==> src/rtl/core/assert_macros.svh <==
// ---------------------------------------------------------------------------
// Assertion macros shared by the noise filter statistics RTL
// ---------------------------------------------------------------------------
`ifndef ASSERT_MACROS_SVH
`define ASSERT_MACROS_SVH

// Same-cycle implication, disabled while reset is high.
`define NFS_ASSERT_IMP(name, clk, rst, ante, cons) \
   name: assert property (@(posedge clk) disable iff (rst) (ante) |-> (cons)) \
      else $error("assertion failed");

// Next-cycle implication, disabled while reset is high.
`define NFS_ASSERT_NXT(name, clk, rst, ante, cons) \
   name: assert property (@(posedge clk) disable iff (rst) (ante) |=> (cons)) \
      else $error("assertion failed");

`endif

==> src/rtl/core/nfs_pkg.sv <==
// ---------------------------------------------------------------------------
// nfs_pkg
// Types and constants of the component noise filter statistics unit.
// ---------------------------------------------------------------------------
package nfs_pkg;

   localparam int LABEL_W   = 10;
   localparam int FIELD_W   = 14;
   localparam int COUNT_W   = 28;
   localparam int THR_W     = 16;
   localparam int CSR_IDX_W = 1;
   localparam int CSR_DATA_W = 28;

   localparam logic [COUNT_W-1:0] COUNT_MAX       = 28'hFFF_FFFF;
   localparam logic [THR_W-1:0]   WIDTH_THR_RESET = 16'd384;

   localparam logic [CSR_IDX_W-1:0] REG_SIZE_THR  = 1'b0;
   localparam logic [CSR_IDX_W-1:0] REG_WIDTH_THR = 1'b1;

   localparam logic CMD_ACCUM = 1'b0;
   localparam logic CMD_QUERY = 1'b1;

   typedef enum logic [2:0] {
      ST_CLEAR,
      ST_IDLE,
      ST_ACC,
      ST_PREP,
      ST_MUL1,
      ST_MUL2,
      ST_RESULT
   } nfs_state_type;

   typedef struct packed {
      logic load_op;
      logic clear_step;
      logic acc_write;
      logic prep;
      logic mul1;
      logic mul2;
      logic load_out;
   } nfs_cmd_type;

   typedef struct packed {
      logic sweep_last;
      logic step_last;
      logic rsp_free;
   } nfs_status_type;

endpackage

==> src/rtl/core/nfs_ctrl.sv <==
// ---------------------------------------------------------------------------
// nfs_ctrl
// Sequencer: clearing sweep, accumulate read-modify-write, query multiply.
// ---------------------------------------------------------------------------
`include "assert_macros.svh"

module nfs_ctrl import nfs_pkg::*; (
   input  logic           clock,
   input  logic           reset,
   input  logic           req_valid,
   input  logic           req_query,
   output logic           req_ready,
   input  nfs_status_type status,
   output nfs_cmd_type    cmd
);

   nfs_state_type state_ff;
   nfs_state_type state_in;

   always_ff @(posedge clock) begin
      if (reset) begin
         state_ff <= ST_CLEAR;
      end else begin
         state_ff <= state_in;
      end
   end

   always_comb begin
      state_in = state_ff;
      case (state_ff)
         ST_CLEAR: begin
            if (status.sweep_last) state_in = ST_IDLE;
         end
         ST_IDLE: begin
            if (req_valid) state_in = req_query ? ST_PREP : ST_ACC;
         end
         ST_ACC: begin
            state_in = ST_IDLE;
         end
         ST_PREP: begin
            state_in = ST_MUL1;
         end
         ST_MUL1: begin
            if (status.step_last) state_in = ST_MUL2;
         end
         ST_MUL2: begin
            if (status.step_last) state_in = ST_RESULT;
         end
         ST_RESULT: begin
            if (status.rsp_free) state_in = ST_IDLE;
         end
         default: begin
            state_in = ST_IDLE;
         end
      endcase
   end

   always_comb begin
      cmd       = '0;
      req_ready = 1'b0;
      case (state_ff)
         ST_CLEAR: begin
            cmd.clear_step = 1'b1;
         end
         ST_IDLE: begin
            req_ready   = 1'b1;
            cmd.load_op = req_valid;
         end
         ST_ACC: begin
            cmd.acc_write = 1'b1;
         end
         ST_PREP: begin
            cmd.prep = 1'b1;
         end
         ST_MUL1: begin
            cmd.mul1 = 1'b1;
         end
         ST_MUL2: begin
            cmd.mul2 = 1'b1;
         end
         ST_RESULT: begin
            cmd.load_out = status.rsp_free;
         end
         default: begin
            cmd = '0;
         end
      endcase
   end

   `NFS_ASSERT_NXT(a_pass1_to_pass2, clock, reset, (state_ff == ST_MUL1) && status.step_last, state_ff == ST_MUL2)
   `NFS_ASSERT_NXT(a_accum_goes_rmw, clock, reset, (state_ff == ST_IDLE) && req_valid && !req_query, state_ff == ST_ACC)

endmodule

==> config.mk <==
export PLATFORM = sky130hd
export DESIGN_NAME = nfs_ctrl
export DESIGN_NICKNAME = d
export VERILOG_FILES = /design/src/rtl/core/nfs_pkg.sv /design/src/rtl/core/nfs_ctrl.sv
export VERILOG_INCLUDE_DIRS = /design/src /design/src/rtl/core
export SDC_FILE = /design/constraint.sdc
export NUM_CORES = 1
export LEC_CHECK = 0
export ABC_CLOCK_PERIOD_IN_PS = 2550
export BUFFER_PORTS_ARGS = -buffer_cell sky130_fd_sc_hd__buf_2
export CAP_MARGIN = 20
export CORE_AREA = 10 10 47 49
export DETAILED_ROUTE_END_ITERATION = 7
export DIE_AREA = 0 0 57 59
export GPL_TIMING_DRIVEN = 1
export HOLD_SLACK_MARGIN = 0.02
export SETUP_SLACK_MARGIN = 0.3
export SLEW_MARGIN = 20
export SYNTH_ARGS = -nofsm -noshare
export SYNTH_HDL_FRONTEND = slang
export SYNTH_SLANG_ARGS = --single-unit
==> constraint.sdc <==
create_clock -name clock -period 2.55 [get_ports clock]
set_input_delay 0.1275 -clock clock [delete_from_list [all_inputs] [get_ports clock]]
set_output_delay 0.1275 -clock clock [all_outputs]
set_load 0.02 [all_outputs]
==> results by group, run 1 <==
Power and ir drop
  • Net switching power: 0.0572 mW
  • Sw Share: 30.5%
  • Leakage power: 0.170 nW
  • Share of power burned in registers: 31.6%
  • Clock power frac: 43.4%
  • Comb pwr share: 25.0%
  • Maximum vdd drop: 0.149 mV
  • Power density over the cells: 538 nW/um^2
  • Internal: 0.131 mW
  • Tot Pwr: 0.188 mW

Logic synthesis
  • Seq/Total Area, Yosys: 23.4%
  • Flops & latches, synth: 3
  • Synth unique cells: 22
  • Syn Nets: 41
  • Syn_area_per_cell: 7.54 um^2
  • Cell count after synthesis: 34
  • Synth top area cells: dfxtp_1 (23%), nand2b_1 (7.3%), nor2_1 (7.3%)
  • Netlist Area Pre-Place: 256 um^2
  • Leading area contributor after synthesis: dfxtp_1
  • Area fraction of the dominant cell type after synthesis: 23.4%
  • Synth warn: 0

Finish
  • Area grow syn2layout: 36.1%
  • Share of cells above drive strength 1: 40.8%
  • Commonest non-fill, non-tap cell in the layout: buf_2
  • Most frequent cells in the layout: buf_2 (14), nor2_1 (5)
  • Largest register FFs: 3
  • Diode count: 0
  • Final net count: 57
  • Register bank with the most flops: state_ff
  • Finished Core Util: 24.9%
  • Largest regs: state_ff (3)
  • Filler Cell Count: 167

Clock tree
  • CTS clock-pin slew for the worst setup and hold paths: 30 ps
  • Post-CTS sizing: 0
  • Root Buffer: clkbuf_4
  • CTS Sinks: 3
  • H-tree Lvls: 1
  • CTS tree: yes
  • Setup bufs post-CTS: 0
  • Inserted Clock Buffers: 3
  • CTS max path bufs: 2
  • Worst-Skew Late Latency: 230 ps
  • Post-CTS Hold Fix Bufs: 0

Critical path
  • Reg-to-reg endpoint: state_ff[0]$_SDFFE_PP0P_
  • Crit end category: primary output
  • CP max FO: 11
  • CP max stage delay: 500 ps
  • Crit start category: flop
  • Critical path's slowest cell: dfxtp_1
  • Crit path kind: reg2out
  • Buf/Inv on CP: 1
  • Critical path's top delay family: flip-flops
  • Reg2Reg Setup Slack: 1400 ps
  • Worst EP required: 2420 ps
  • Depth of the most critical reg-to-reg path: 3
  • Reg2Reg Launch Point: state_ff[2]$_SDFFE_PP0P_
  • CP cell instances: nand2b_1 -> nor2_1 -> and2_1 -> buf_2
  • Arrival time at the worst endpoint: 1310 ps

Timing
  • Worst-Margin Slew: 374 ps
  • Worst slew margin: 75.0%
  • Setup TNS Final: 0 ps
  • Fmax: 695 MHz
  • Max Slew Vio Count: 0
  • Clock skew: 1.57 ps
  • RSZ-0062 raised after global routing: false
  • Crit path time final: 1440 ps
  • Tcrit/Tclk final: 56.4%
  • # setup viols final: 0
  • Final hold violation count: 0

Routing
  • Routed via count: 275
  • Wire per inst: 11.0 um
  • Drc violations: 0
  • Drt total wl: 713 um
  • Antenna Nets Post-Route: 0
  • Number of DRC markers in iteration 0: 1
  • Drt via density: 4.23
  • DR pass1 iterations: 4

Floorplanning
  • Die height: 59 um
  • Die ar.: 3360 um^2
  • Die extent in x: 57 um
  • Initial core utilization: 18.3%
  • Cell Rows: 14
  • Io pins: 15
  • Core box area: 1400 um^2

GRT
  • Largest net degree at the start of global routing: 12
  • First-pass GRT wire length: 1140 um
  • Total Routing Usage GR: 4.50%
  • Initial antenna violation count: 0
  • Gr ovfl total: 0
  • Vias in the first global route: 247

Worst hold path
  • Worst Min Path Start: reset
  • Hold crit path type: in2reg
  • Endpoint, Worst Hold: state_ff[1]$_SDFFE_PP0P_
  • Hold Path Depth: 2

Placed design
  • Port Buf Inserts: 14
  • Post-DP HPWL: 582 um
  • RePlAce Congestion: 0.700

Job
  • Max-Cap Viols: 0

Outcome
  • Status: finished clean
[worst max-delay path by stage]
stage / cells after the start / start / endpoint
floorplan: 4 / state_ff[1]$_SDFFE_PP0P_ / cmd[6]
detailed placement: 4 / state_ff[1]$_SDFFE_PP0P_ / cmd[6]
finish: 4 / state_ff[1]$_SDFFE_PP0P_ / cmd[6]
CTS: 4 / state_ff[1]$_SDFFE_PP0P_ / cmd[6]
global route: 4 / state_ff[1]$_SDFFE_PP0P_ / cmd[6]
global placement: 4 / state_ff[1]$_SDFFE_PP0P_ / cmd[6]
[power groups by stage]
stage / Combinational (mW) / Clock [mW] / Sequential, mW
after floorplan: 0.0408 / 0 / 0.0524
after global placement: 0.0477 / 0 / 0.0597
after detailed placement: 0.0479 / 0 / 0.0603
after CTS: 0.0483 / 0.0875 / 0.0593
after global routing: 0.0526 / 0.0925 / 0.0606
final: 0.0469 / 0.0816 / 0.0594
[metal layers]
metal / track usage [%] / vias to the layer above / wire [um]
met5: 0 / - / 0
met2: 5.74 / 8 / 320
met4: 4.03 / 0 / 4
met1: 4.64 / 119 / 313
met3: 3.43 / 2 / 75
li1: - / 146 / -
[area by class of cell]
type	count	area (um^2)	area share, %
clock buffer	4	26.3	7.53
multi-input combinational	24	158	45.2
sequential	3	60.1	17.2
inverter	4	15.0	4.30
tap	16	20.0	5.73
timing repair buffer	14	70.1	20.1
[Yosys cell counts]
library cell  number
nand2b_1           3
dfxtp_1            3
a32o_1             1
buf_2              1
nor3b_1            1
and2_1             1
mux2i_1            1
o21a_1             2
a311oi_1           1
and3_4             1
nor3_1             2
a22o_1             1
buf_6              1
buf_4              1
nor2_2             1
a21oi_1            1
nand3b_1           1
o22a_1             1
o21ai_0            1
nor2_1             5
inv_2              1
inv_1              3
[stage by stage]
stage	cells	instance area [um^2]	hold slack, ps	setup WS [ps]
6_report	65	349	88.1	1110
5_1_grt	65	349	88.2	967
4_1_cts	65	349	79.4	1090
3_5_place_dp	61	323	326	1340
3_3_place_gp	61	323	331	1360
2_1_floorplan	34	256	199	1230
[logic make-up after synthesis]
group           synth area share (%)
compound gates                  23.9
mux                             3.90
simple gates                    33.7
buf+inv                         15.1
flops                           23.4
Note: power is estimated with default switching activity, not from simulation.
==> run 2: changes to the inputs <==
ABC_AREA = 1   (was unset)
ABC_CLOCK_PERIOD_IN_PS = 1300   (was 2550)
clock period = 1.3 ns   (was 2.55 ns; I/O delays follow)
==> run 2 against run 1 <==
- combinational power rose to 5.4 times the previous value
- highest routed layer unchanged
- global-route usage increased by 0.80 points
- wire length up 22%
- sequential share of layout area is 3.5 points lower
- sequential cell count unchanged
- register-to-register slack worse by 1200 ps
- non-clock buffer count up 4
- via count grew 21%
- worst setup slack worse by 900 ps
- synthesized cell count up 24%
- critical endpoint unchanged
==> results by group, run 2 <==
Critical path
  • Reg2Reg Launch Point: state_ff[1]$_SDFFE_PP0P_
  • CP max FO: 6
  • Crit start category: flop
  • Arrival time at the worst endpoint: 1030 ps
  • Crit end category: primary output
  • Worst EP required: 1240 ps
  • Crit path kind: reg2out
  • Worst Setup SP: state_ff[0]$_SDFFE_PP0P_

Logic synthesis
  • Leading area contributor after synthesis: dfxtp_1
  • Most frequent cell after synthesis: inv_1
  • Post-synth top cells: inv_1 (8), nor3_1 (7), nand2_1 (6), nor2_1 (6), dfxtp_1 (3)
  • Synth unique cells: 14
  • Area fraction of the dominant cell type after synthesis: 24.4%
  • Seq/Total Area, Yosys: 24.4%
  • Synth top area cells: dfxtp_1 (24%), nor3_1 (14%), inv_1 (12%)
  • Post-synthesis async set-or-reset flop share: 0%
  • Syn_area_per_cell: 5.87 um^2
  • Synth Flop Type: dfxtp_1
  • Netlist Area Pre-Place: 246 um^2
  • Syn Nets: 49
  • Cell count after synthesis: 42
  • Post-synth EDFFs: 0
  • Flops & latches, synth: 3
  • Synth warn: 0

Routing
  • Drt via density: 4.12
  • Wire per inst: 10.8 um
  • Routed via count: 334
  • Antenna Nets Post-Route: 0
  • DR pass1 iterations: 1
  • Drt total wl: 872 um
  • Drc violations: 0
  • Number of DRC markers in iteration 0: 0

Outcome
  • Status: finished clean

Floorplanning
  • Die height: 59 um
  • Initial core utilization: 17.6%
  • Die extent in x: 57 um
  • Io pins: 15
  • Die ar.: 3360 um^2
  • Core box area: 1400 um^2
  • Cell Rows: 14

Placed design
  • RePlAce Congestion: 0.799
  • Placement Setup Slack: 215 ps
  • Port Buf Inserts: 14
  • Post-DP HPWL: 648 um

Clock tree
  • Inserted Clock Buffers: 3
  • CTS Sinks: 3
  • CTS tree: yes
  • Worst-Skew Late Latency: 230 ps
  • H-tree Lvls: 1
  • Root Buffer: clkbuf_4
  • CTS max path bufs: 2
  • CTS clock-pin slew for the worst setup and hold paths: 30 ps

Timing
  • Final hold violation count: 0
  • Worst slew margin: 88.8%
  • Max Slew Vio Count: 0
  • Worst-Margin Slew: 167 ps
  • RSZ-0062 raised after global routing: true
  • # setup viols final: 0
  • Crit path time final: 1090 ps
  • Fmax: 916 MHz
  • Setup ws final: 209 ps
  • Tcrit/Tclk final: 84.0%
  • Setup TNS Final: 0 ps
  • Clock skew: 0.964 ps

Power and ir drop
  • Maximum vdd drop: 0.525 mV
  • Leakage power: 0.254 nW
  • Sw Share: 40.1%
  • Internal: 0.331 mW
  • Comb pwr share: 45.9%
  • Share of power burned in registers: 25.5%
  • Net switching power: 0.222 mW
  • Clock power frac: 28.7%
  • Power density over the cells: 1070 nW/um^2

Finish
  • Register bank with the most flops: state_ff
  • Largest regs: state_ff (3)
  • Filler Cell Count: 153
  • Share of cells above drive strength 1: 72.3%
  • Commonest non-fill, non-tap cell in the layout: buf_4
  • Finished Core Util: 37.1%
  • Area grow syn2layout: 111%
  • Final net count: 73
  • Diode count: 0
  • Largest register FFs: 3
  • Most frequent cells in the layout: buf_4 (10), nor3_2 (7), buf_2 (6), inv_1 (5), nand2_1 (5)

GRT
  • Initial antenna violation count: 0
  • Gr ovfl total: 0
  • First-pass GRT wire length: 1390 um
  • Vias in the first global route: 336
  • Largest net degree at the start of global routing: 10
  • Total Routing Usage GR: 5.30%

Worst hold path
  • Hold crit path type: in2reg
  • Worst Min Path Start: req_query

Job
  • Max-Cap Viols: 0
[run 2: changes by cell type after synthesis, sizes merged, moves of 2 or more]
cell | before | now
nand2 | 0 | 8
inv | 4 | 9
nor3 | 2 | 7
nand3 | 0 | 4
buf | 3 | 0
nand2b | 3 | 0
o21a | 2 | 0
[run 2: cell families (layout without fill, tap and decap cells)]
logic type,count (synthesis),count (layout),synth area share (%)
AO/OA/AOI/OAI,4,4,9.64
AND/OR/NAND/NOR,26,26,52.3
flip-flops,3,3,24.4
buffers and inverters,9,32,13.7
[run 2: power by group through the flow]
stage	combinational (mW)	sequential, mW	clock (mW)
after floorplan	0.128	0.122	0
after global placement	0.174	0.126	0
after detailed placement	0.175	0.126	0
after CTS	0.227	0.131	0.169
after global routing	0.278	0.142	0.178
final	0.254	0.141	0.159
[run 2: worst max-delay path: stages (launching register included)]
cell and delay, ps:
dfxtp_4 420, inv_8 50, nor3_2 160, buf_4 160
[run 2: what timing repair did]
item | CTS | global route
hold endpoints to repair | 1 | 0
hold buffers | 1 | 0
buffers inserted | 2 | 1
endpoints found under the setup margin | 11 | 11
pin swaps | 2 | 4
resized for setup | 21 | 11
cloned | 0 | 1
[run 2: path summary, 6_finish.rpt]
path                         endpoint  slack (ps)  depth (start not counted)
max                            cmd[6]         210                          3
min reg2reg  state_ff[1]$_SDFFE_PP0P_         600                          3
min          state_ff[0]$_SDFFE_PP0P_         200                          5
max reg2reg  state_ff[1]$_SDFFE_PP0P_         240                          7
[run 2: stage by stage]
stage | power [mW] | area [um^2] | hold slack, ps | std cells
finish | 0.554 | 519 | 202 | 81
CTS | 0.528 | 468 | 148 | 79
floorplan | 0.250 | 267 | 120 | 42
global route | 0.598 | 519 | 227 | 81
global placement | 0.300 | 357 | 236 | 72
detailed placement | 0.302 | 357 | 236 | 72
[run 2: final cells by class]
type | instances | area (um^2) | share of cell area [%]
clock buffers | 4 | 26.3 | 5.06
inverters | 9 | 41.3 | 7.95
multi-input cells | 30 | 228 | 43.9
flip-flops and latches | 3 | 71.3 | 13.7
well taps | 16 | 20.0 | 3.86
repair buffers | 18 | 126 | 24.3
repair inverters | 1 | 6.26 | 1.20
[run 2: per-layer routing]
metal | global-route usage (%) | vias up | part of all wire (%)
li1 | - | 181 | -
met1 | 4.59 | 144 | 40
met2 | 9.61 | 7 | 56
met3 | 1.50 | 2 | 3.1
met4 | 5.03 | 0 | 0.46
met5 | 0 | - | 0
==> run 3: changes to the inputs <==
ABC_CLOCK_PERIOD_IN_PS = 1000   (was 1300)
clock period = 1 ns   (was 1.3 ns; I/O delays follow)
==> run 3 against run 2 <==
- the flow now finishes with violations (negative setup slack)
- global-route usage up 0.54 points
- cell count increased by 6.2%
- sequential share of layout area fell by 1.8 points
- sequential power rose by 25%
- critical path depth unchanged
- sequential cell count unchanged
- cell area up 15%
- critical path type unchanged
- largest power group unchanged
==> results by group, run 3 (same netlist as run 2, synthesis figures left out) <==
Outcome
  • Status: complete, but fails checks
  • Failing checks: negative setup slack

Power and ir drop
  • Leakage power: 0.296 nW
  • Power density over the cells: 1290 nW/um^2
  • Maximum vdd drop: 0.719 mV

Finish
  • Storage cell area: 71.3 um^2
  • Post-layout instance area: 596 um^2
  • Share of cells above drive strength 1: 74.3%
  • Finished Core Util: 42.5%
  • Register bank with the most flops: state_ff
  • Filler Cell Count: 149
  • Most frequent cells in the layout: buf_4 (10), buf_6 (7), buf_2 (6)
  • Multi-input logic area: 240 um^2
  • Commonest non-fill, non-tap cell in the layout: buf_4
  • Diode count: 0
  • Final net count: 78
  • Largest register FFs: 3
  • Post-Layout Cell Count: 86
  • Area grow syn2layout: 142%
  • Largest regs: state_ff (3)

Clock tree
  • CTS max path bufs: 2
  • Inserted Clock Buffers: 3
  • CTS clock-pin slew for the worst setup and hold paths: 40 ps
  • CTS tree: yes
  • H-tree Lvls: 1
  • Worst-Skew Late Latency: 240 ps
  • Root Buffer: clkbuf_4
  • CTS Sinks: 3

Placed design
  • Port Buf Inserts: 14
  • Post-DP HPWL: 640 um
  • Post-Place Cell Area: 423 um^2
  • Placement Setup Slack: -0.859 ps
  • Placed cells: 75
  • RePlAce Congestion: 0.772

Timing
  • Setup ws final: -111 ps
  • # setup viols final: 11
  • Final hold violation count: 0
  • Tcrit/Tclk final: 111%
  • Max Slew Vio Count: 0
  • Worst-Margin Slew: 158 ps
  • RSZ-0062 raised after global routing: true
  • Fmax: 900 MHz
  • Crit path time final: 1110 ps
  • Worst slew margin: 89.4%
  • Clock skew: 0.753 ps
  • Hold WS: 69.2 ps

Critical path
  • Depth of the most critical reg-to-reg path: 6
  • CP max FO: 9
  • Worst EP required: 950 ps
  • Crit start category: flop
  • Arrival time at the worst endpoint: 1060 ps
  • Crit path kind: reg2out
  • Crit end category: primary output

Routing
  • Number of DRC markers in iteration 0: 2
  • Drc violations: 0
  • Drt total wl: 923 um
  • Drt via density: 4.30
  • Wire per inst: 10.7 um
  • DR pass1 iterations: 4
  • Routed via count: 370
  • Antenna Nets Post-Route: 0

Floorplanning
  • Core box area: 1400 um^2
  • Die height: 59 um
  • Io pins: 15
  • Die extent in x: 57 um
  • Initial core utilization: 17.6%
  • Die ar.: 3360 um^2
  • Cell Rows: 14

Worst hold path
  • Hold crit path type: in2reg
  • Hold Path Depth: 4

GRT
  • First-pass GRT wire length: 1540 um
  • Largest net degree at the start of global routing: 10
  • Initial antenna violation count: 0
  • Total Routing Usage GR: 5.84%
  • Gr ovfl total: 0
  • Vias in the first global route: 332

Job
  • Max-Cap Viols: 0
==> run 3: layout make-up <==
| type | instances | share of cell area [%] |
|---|---|---|
| Clock buffer | 4 | 4.41 |
| Timing Repair Buffer | 24 | 32.6 |
| Inverter | 9 | 7.35 |
| Sequential cell | 3 | 12.0 |
| Multi-Input combinational cell | 30 | 40.3 |
| Tap cell | 16 | 3.36 |
==> run 3: timing repair <==
item                                   4_1_cts  5_1_grt
endpoints found under the hold margin        1        0
gates resized for setup                     11       15
hold buffers                                 1        0
pin swaps                                    4        6
setup endpoints to repair                   11       11
buffers inserted                             3        3
==> run 3: routing by layer <==
metal  up-vias  wire length [um]  global-route usage, %
met3         5                82                   5.15
met2        12               456                   8.37
met1       158               367                   5.71
li1        195                 -                      -
met4         0                15                   3.02
met5         -                 0                      0
==> run 3: path summary, 6_finish.rpt <==
check                                 from                       end  slack (ps)
setup / recovery  state_ff[0]$_SDFFE_PP0P_                    cmd[6]        -110
setup reg to reg  state_ff[1]$_SDFFE_PP0P_  state_ff[0]$_SDFFE_PP0P_        -100
hold / removal                       reset  state_ff[0]$_SDFFE_PP0P_          70
hold reg to reg   state_ff[1]$_SDFFE_PP0P_  state_ff[1]$_SDFFE_PP0P_         650
==> run 3: critical path, stage by stage (launching register included) <==
cell and delay, ps:
dfxtp_4 380, inv_4 90, nor3_2 180, buf_4 160
==> run 3: report_power, final <==
part / switching [mW] / internal (mW)
clock network: 0.0690 / 0.150
registers: 0.0385 / 0.138
logic: 0.203 / 0.172
total: 0.311 / 0.460
==> run 3: metrics by stage <==
stage	setup TNS (ps)	power, mW
6_report	-873	0.770
5_1_grt	-1560	0.842
4_1_cts	-962	0.709
3_5_place_dp	-0.859	0.434
3_3_place_gp	0	0.431
2_1_floorplan	0	0.352
